**src/sv/hrct_mod.sv**
```systemverilog
// key modulo bucket count unit: a mask for a power-of-two count, else a reciprocal multiply per key chunk
module hrct_mod #(
    parameter int N  = 1024,
    parameter int KW = 48,
    parameter int BKW = 10
) (
    input  logic           aclk,
    input  logic           aresetn,
    input  logic           start,
    input  logic [KW-1:0]  key,
    output logic           busy,
    output logic [BKW-1:0] bucket
);

    localparam bit          IS_POW2 = ((N & (N - 1)) == 0);
    localparam int          NCH     = (KW + 15) / 16;
    localparam int          PW      = NCH * 16;
    localparam int          CW      = $clog2(NCH + 1);
    localparam logic [63:0] RECIP   = IS_POW2 ? 64'd0 : ((64'd1 << 32) / 64'(N));

    localparam logic [1:0] PH_MUL_R = 2'd0;
    localparam logic [1:0] PH_MUL_N = 2'd1;
    localparam logic [1:0] PH_FIX   = 2'd2;

    logic           busy_reg;
    logic [1:0]     ph_reg;
    logic [CW-1:0]  cnt_reg;
    logic [PW-1:0]  sh_reg;
    logic [BKW-1:0] rem_reg;
    logic [31:0]    d_reg;
    logic [63:0]    prod_reg;
    logic [31:0]    dividend;
    logic [31:0]    mul_a;
    logic [31:0]    mul_b;
    logic [63:0]    mul_p;
    logic [31:0]    diff;
    logic [16:0]    rem_est;
    logic [16:0]    rem_fix;

    // one shared multiplier: quotient estimate, then quotient times bucket count
    always_comb begin
        dividend = (32'(rem_reg) << 16) | 32'(sh_reg[PW-1 -: 16]);
        if (ph_reg == PH_MUL_R) begin
            mul_a = dividend;
            mul_b = RECIP[31:0];
        end else begin
            mul_a = prod_reg[63:32];
            mul_b = 32'(N);
        end
        mul_p   = 64'(mul_a) * 64'(mul_b);
        diff    = d_reg - prod_reg[31:0];
        rem_est = diff[16:0];
        if (rem_est >= 17'(N)) begin
            rem_fix = rem_est - 17'(N);
        end else begin
            rem_fix = rem_est;
        end
    end

    always_ff @(posedge aclk) begin
        if (!aresetn) begin
            busy_reg <= 1'b0;
        end else if (start) begin
            busy_reg <= !IS_POW2;
        end else if (busy_reg && ph_reg == PH_FIX && cnt_reg == CW'(1)) begin
            busy_reg <= 1'b0;
        end
    end

    always_ff @(posedge aclk) begin
        if (start) begin
            sh_reg  <= PW'(key);
            cnt_reg <= CW'(NCH);
            ph_reg  <= PH_MUL_R;
            if (IS_POW2) begin
                rem_reg <= (N == 1) ? '0 : key[BKW-1:0];
            end else begin
                rem_reg <= '0;
            end
        end else if (busy_reg) begin
            case (ph_reg)
                PH_MUL_R: begin
                    d_reg    <= dividend;
                    prod_reg <= mul_p;
                    sh_reg   <= sh_reg << 16;
                    ph_reg   <= PH_MUL_N;
                end
                PH_MUL_N: begin
                    prod_reg <= mul_p;
                    ph_reg   <= PH_FIX;
                end
                PH_FIX: begin
                    rem_reg <= BKW'(rem_fix);
                    cnt_reg <= cnt_reg - CW'(1);
                    ph_reg  <= PH_MUL_R;
                end
                default: begin
                    ph_reg <= PH_MUL_R;
                end
            endcase
        end
    end

    assign busy   = busy_reg;
    assign bucket = rem_reg;

endmodule

```
**config.mk**
```make
export PLATFORM = sky130hd
export DESIGN_NAME = hrct_mod
export DESIGN_NICKNAME = d
export VERILOG_FILES = /design/src/sv/hrct_mod.sv
export SDC_FILE = /design/constraint.sdc
export NUM_CORES = 1
export LEC_CHECK = 0
export ABC_CLOCK_PERIOD_IN_PS = 800
export BUFFER_PORTS_ARGS = -buffer_cell sky130_fd_sc_hd__buf_4
export CORE_AREA = 2 2 39 41
export CTS_BUF_LIST = sky130_fd_sc_hd__clkbuf_8
export DETAILED_ROUTE_END_ITERATION = 10
export DIE_AREA = 0 0 41 43
export PLACE_DENSITY_LB_ADDON = 0.15
export SYNTH_ARGS = -nofsm -noshare
export SYNTH_HDL_FRONTEND = slang
export SYNTH_SLANG_ARGS = --single-unit
```
**constraint.sdc**
```tcl
create_clock -name aclk -period 0.8 [get_ports aclk]
set_input_delay 0.04 -clock aclk [delete_from_list [all_inputs] [get_ports aclk]]
set_output_delay 0.04 -clock aclk [all_outputs]
set_load 0.03 [all_outputs]
```
==> results of run 1 <==
where the power goes:
group	switching [mW]	total (mW)	internal (mW)	leakage, nW
registers	0.0176	0.643	0.626	0.0979
clock network	0.173	0.508	0.334	0.0231
logic	0.124	0.261	0.137	0.158
layout make-up:
type | instances | area, um^2
Multi-Input combinational cell | 1 | 3.75
Timing Repair Buffer | 31 | 295
Clock buffer | 3 | 41.3
Sequential cell | 10 | 300
Clock inverter | 1 | 3.75
Fill cell | 136 | 719
Tap cell | 16 | 20.0
logic make-up after synthesis:
| group | after synthesis |
|---|---|
| flops | 10 |
| buf+inv | 1 |
| other cells | 1 |
synthesized netlist by cell type (all sizes together):
master	number	area share, %
edfxtp	10	96
buf	1	2.4
conb	1	1.2
routing by layer:
layer | up-vias | global-route usage, % | part of all wire [%]
li1 | 111 | - | -
met5 | - | 0 | 0
met1 | 100 | 6.80 | 41
met2 | 17 | 11.6 | 47
met4 | 0 | 4.00 | 0
met3 | 0 | 5.24 | 12
repair_timing:
action | in CTS | in global routing
hold buffers | 10 | 0
gates resized for setup | 6 | 4
hold endpoints to repair | 10 | 0
endpoints found under the setup margin | 6 | 10
pin swaps | 0 | 0
setup buffers | 0 | 0
through the flow:
step | instance area [um^2] | utilization (%)
final | 664 | 48.0
after global routing | 664 | 48.0
after CTS | 649 | 46.9
after detailed placement | 482 | 34.8
after global placement | 482 | 34.8
after floorplan | 312 | -
path summary, 6_finish.rpt:
| kind | end | cells after the start | startpoint | slack (ns) |
|---|---|---|---|---|
| worst max-delay path | bucket[2] | 1 | bucket[2] | -0.01 |
| worst min-delay path | bucket[2] | 1 | start | 0.11 |
==> results.md, run 1 <==
- XOR/XNOR Fraction of Synth Area: 0%
- Pleak: 0.279 nW
- Post-synthesis cell type count: 3
- #FFs+latches synth: 10
- Smallest hold slack: 0.113 ns
- CTS buffer count: 3
- Routed len/inst: 9.77 um
- Commonest non-fill, non-tap cells in the layout: buf_4 (11), edfxtp_1 (10), dlygate4sd3_1 (10), buf_6 (10), clkbuf_8 (3)
- Worst EP required: between 0.7 and 0.8 ns
- CTS clk-pin slew, worst paths: 0.05 ns
- Setup TNS Final: -0.0108 ns
- Combinational family with the most area after synthesis: buffers and inverters
- Vias in the first global route: around 230
- Post-route ant nets: 0
- Post-synthesis mux area share: 0%
- CP peak stage delay: 0.39 ns
- Commonest non-fill, non-tap cell in the layout: buf_4
- Pwr dens: 2130 nW/um^2
- Gp weighted congestion: ~0.49
- # diodes: 0
- CP Capture Type: output pin
- Remaining DRCs: 0
- Sequential area share after synthesis: 96.4%
- Finish-stage setup viols: 1
- Root buffer cell: clkbuf_8
- Core Rows: 14
- Clock Path Buffers: 2
- Setup CP Type: reg2out
- Hold Path Class: in2reg
- Crit Path Max Fanout: 1
- Initial Util: between 20 and 25%
- Final Instance Count excl. Fillers: 62
- Largest net degree at the start of global routing: 11
- Fin crit period: 0.811 ns
- Total GRT Usage: 7.46%
- RSZ-0062 raised after global routing: yes
- Placement Setup Slack: roughly 0.24 ns
- Outcome: finished, violations left
- Die ar.: 1760 um^2
- Initial antenna violation count: 0
- Post-Route WL: between 600 and 700 um
- Synthesized area: between 300 and 400 um^2
- Final Slew Violations: 0
- Hold Vio Cnt, Final: 0
- Port buffer count: 21
- Drt first pass iters: 2
- Inst Count DP: 48
- Fin crit share: 101%
- CTS tree: built
- Max FFs per register: 10
- Mapped Cells: 12
- Die width: between 40 and 50 um
- Layout cell share with drive strength beyond 1: 52.2%
- Arr. time, crit path: roughly 0.77 ns
- CORE AREA: 1380 um^2
- Worst setup margin: -0.0108 ns
- Simple-gate share of the synthesized area: 0%
- Fmax achieved: 1230 MHz
- Syn_nets: 63
- IO Count: 62
- Htree depth: 1
- Adder-Cell Fraction of Synth Area: 0%
- Clock tree sinks: 10
- DRT iter0 DRCs: 1
- Max rail drop VDD: 1.24 mV
- Power, Total: 1.41 mW
- CP Buf/Inv Count: 1
- Failing checks: negative setup slack
- Synthesis-to-layout area growth: 113%
- Top delay family on crit path: flip-flops
- Net total in the final layout: 98
- Crit path cell chain: buf_6
- Slowest stage cell, crit path: edfxtp_1
- Startpoint types: flop
- DR vias: approximately 230
- Maxcap violations: 0
- Synthesized area per cell: between 20 and 30 um^2
- Synth Area in Compound Gates: 0%
- Warnings from Yosys: 0
- DIE HEIGHT: between 40 and 50 um
- Mean number of vias per cell: 3.68
- First-pass GRT wire length: ~830 um
- Gr ovfl total: 0
No activity file was read; power rests on OpenSTA's default activity.
==> inputs of run 2 (changes only) <==
SETUP_SLACK_MARGIN = 0.15   (was unset)
==> run 2 against run 1 <==
The flow finishes with violations (negative hold slack, negative setup slack). Final cell count shrank 16%. First-iteration DRC count grew 100%. Largest cell class unchanged. Highest routed layer unchanged. Combinational power shrank 15%.
==> results.md, run 2 (synthesized netlist as in run 1, its figures left out) <==
- Largest net degree at the start of global routing: 11
- Worst EP required: 0.76 ns
- Failing checks: negative hold slack, negative setup slack
- Post-route ant nets: 0
- Pleak: 0.238 nW
- # diodes: 0
- RSZ-0062 raised after global routing: yes
- Layout cell share with drive strength beyond 1: 66.7%
- Fin crit share: 101%
- Crit path cell chain: buf_6
- DIE HEIGHT: 43 um
- Power, Total: 1.37 mW
- Gp weighted congestion: 0.491
- Pwr dens: 2430 nW/um^2
- Fin crit period: 0.810 ns
- Smallest hold slack: -0.0126 ns
- Synthesis-to-layout area growth: 81.1%
- Port buffer count: 21
- Drt first pass iters: 2
- Post-Route WL: between 500 and 600 um
- Hold Vio Cnt, Final: 9
- Final Slew Violations: 0
- Htree depth: 1
- Met1 wire length: between 150 and 200 um
- Post-CTS setup buffers: 0
- Commonest non-fill, non-tap cell in the layout: buf_4
- DR WL met3: 104 um
- Mean number of vias per cell: between 3 and 4
- Vias in the first global route: 206
- Hold Path Class: in2reg
- DRT iter0 DRCs: 2
- CP Capture Type: output pin
- Routed len/inst: ~11 um
- IO Count: between 60 and 70
- Commonest non-fill, non-tap cells in the layout: buf_4 (11), edfxtp_1 (10), buf_6 (10), clkbuf_8 (3)
- Slowest stage cell, crit path: edfxtp_1
- Clock Path Buffers: 2
- Crit Path Max Fanout: 1
- Fill count: 141
- Worst setup margin: -0.0105 ns
- DR vias: 194
- Gr ovfl total: 0
- Total GRT Usage: 7.14%
- First-pass GRT wire length: 793 um
- Initial antenna violation count: 0
- Met2 Wirelength: approximately 260 um
- CTS tree: built
- CORE AREA: around 1400 um^2
- CTS buffer count: 3
- CTS clk-pin slew, worst paths: 0.05 ns
- Area used by multi-input combinational logic: 3.75 um^2
- Maxcap violations: 0
- Core Rows: 14
- Max rail drop VDD: around 1.2 mV
- Top delay family on crit path: flip-flops
- Final Instance Area: 564 um^2
- Top Layer Used: met3
- Initial Util: 22.5%
- Placed instance area: 482 um^2
- Sequential standard cell area: 300 um^2
- Die ar.: 1760 um^2
- CP peak stage delay: slightly below 0.4 ns
- Outcome: finished, violations left
- Remaining DRCs: 0
- Finish-stage setup viols: 1
- Startpoint types: flop
- Fmax achieved: 1230 MHz
- Setup CP Type: reg2out
- Die width: 41 um
- Root buffer cell: clkbuf_8
- Net total in the final layout: 88
- Arr. time, crit path: 0.77 ns
- CP Buf/Inv Count: 1
- Clock tree sinks: 10
- Max FFs per register: 10
-- run 2: worst paths after layout --
check	startpoint	to	slack (ns)	cells after the start
worst max-delay path	bucket[2]	bucket[2]	-0.01	1
worst min-delay path	key[0]	bucket[0]	-0.01	1
-- run 2: cell type report --
type                    count  area share, %
clock buffers               3           7.32
well taps                  16           3.55
repair buffers             21           34.6
clock inverters             1          0.665
multi-input cells           1          0.665
flip-flops and latches     10           53.2
-- run 2: through the flow --
| step | setup TNS [ns] | setup WS [ns] | util, % | instances |
|---|---|---|---|---|
| after floorplan | 0 | 0.264 | - | 12 |
| after global placement | 0 | 0.238 | 34.8 | 48 |
| after detailed placement | 0 | 0.236 | 34.8 | 48 |
| after CTS | -0.0155 | -0.00829 | 40.8 | 52 |
| after global routing | -0.225 | -0.0468 | 40.8 | 52 |
| final | -0.0105 | -0.0105 | 40.8 | 52 |
-- run 2: repair_timing --
item | 4_1_cts | 5_1_grt
setup endpoints to repair | 10 | 10
resized for setup | 10 | 0
gates cloned | 0 | 0
hold endpoints to repair | 10 | 10
-- run 2: routing by layer --
| metal | up-vias | GRT usage [%] |
|---|---|---|
| li1 | 91 | - |
| met1 | 86 | 6.78 |
| met2 | 17 | 10.3 |
| met3 | 0 | 5.76 |
| met4 | 0 | 4.00 |
| met5 | - | 0 |
-- run 2: power by group --
part / leakage, nW / internal [mW] / total [mW] / switching [mW]
clock network: 0.0231 / 0.334 / 0.505 / 0.171
registers: 0.0979 / 0.626 / 0.643 / 0.0171
logic: 0.117 / 0.106 / 0.222 / 0.116
total: 0.238 / 1.07 / 1.37 / 0.304
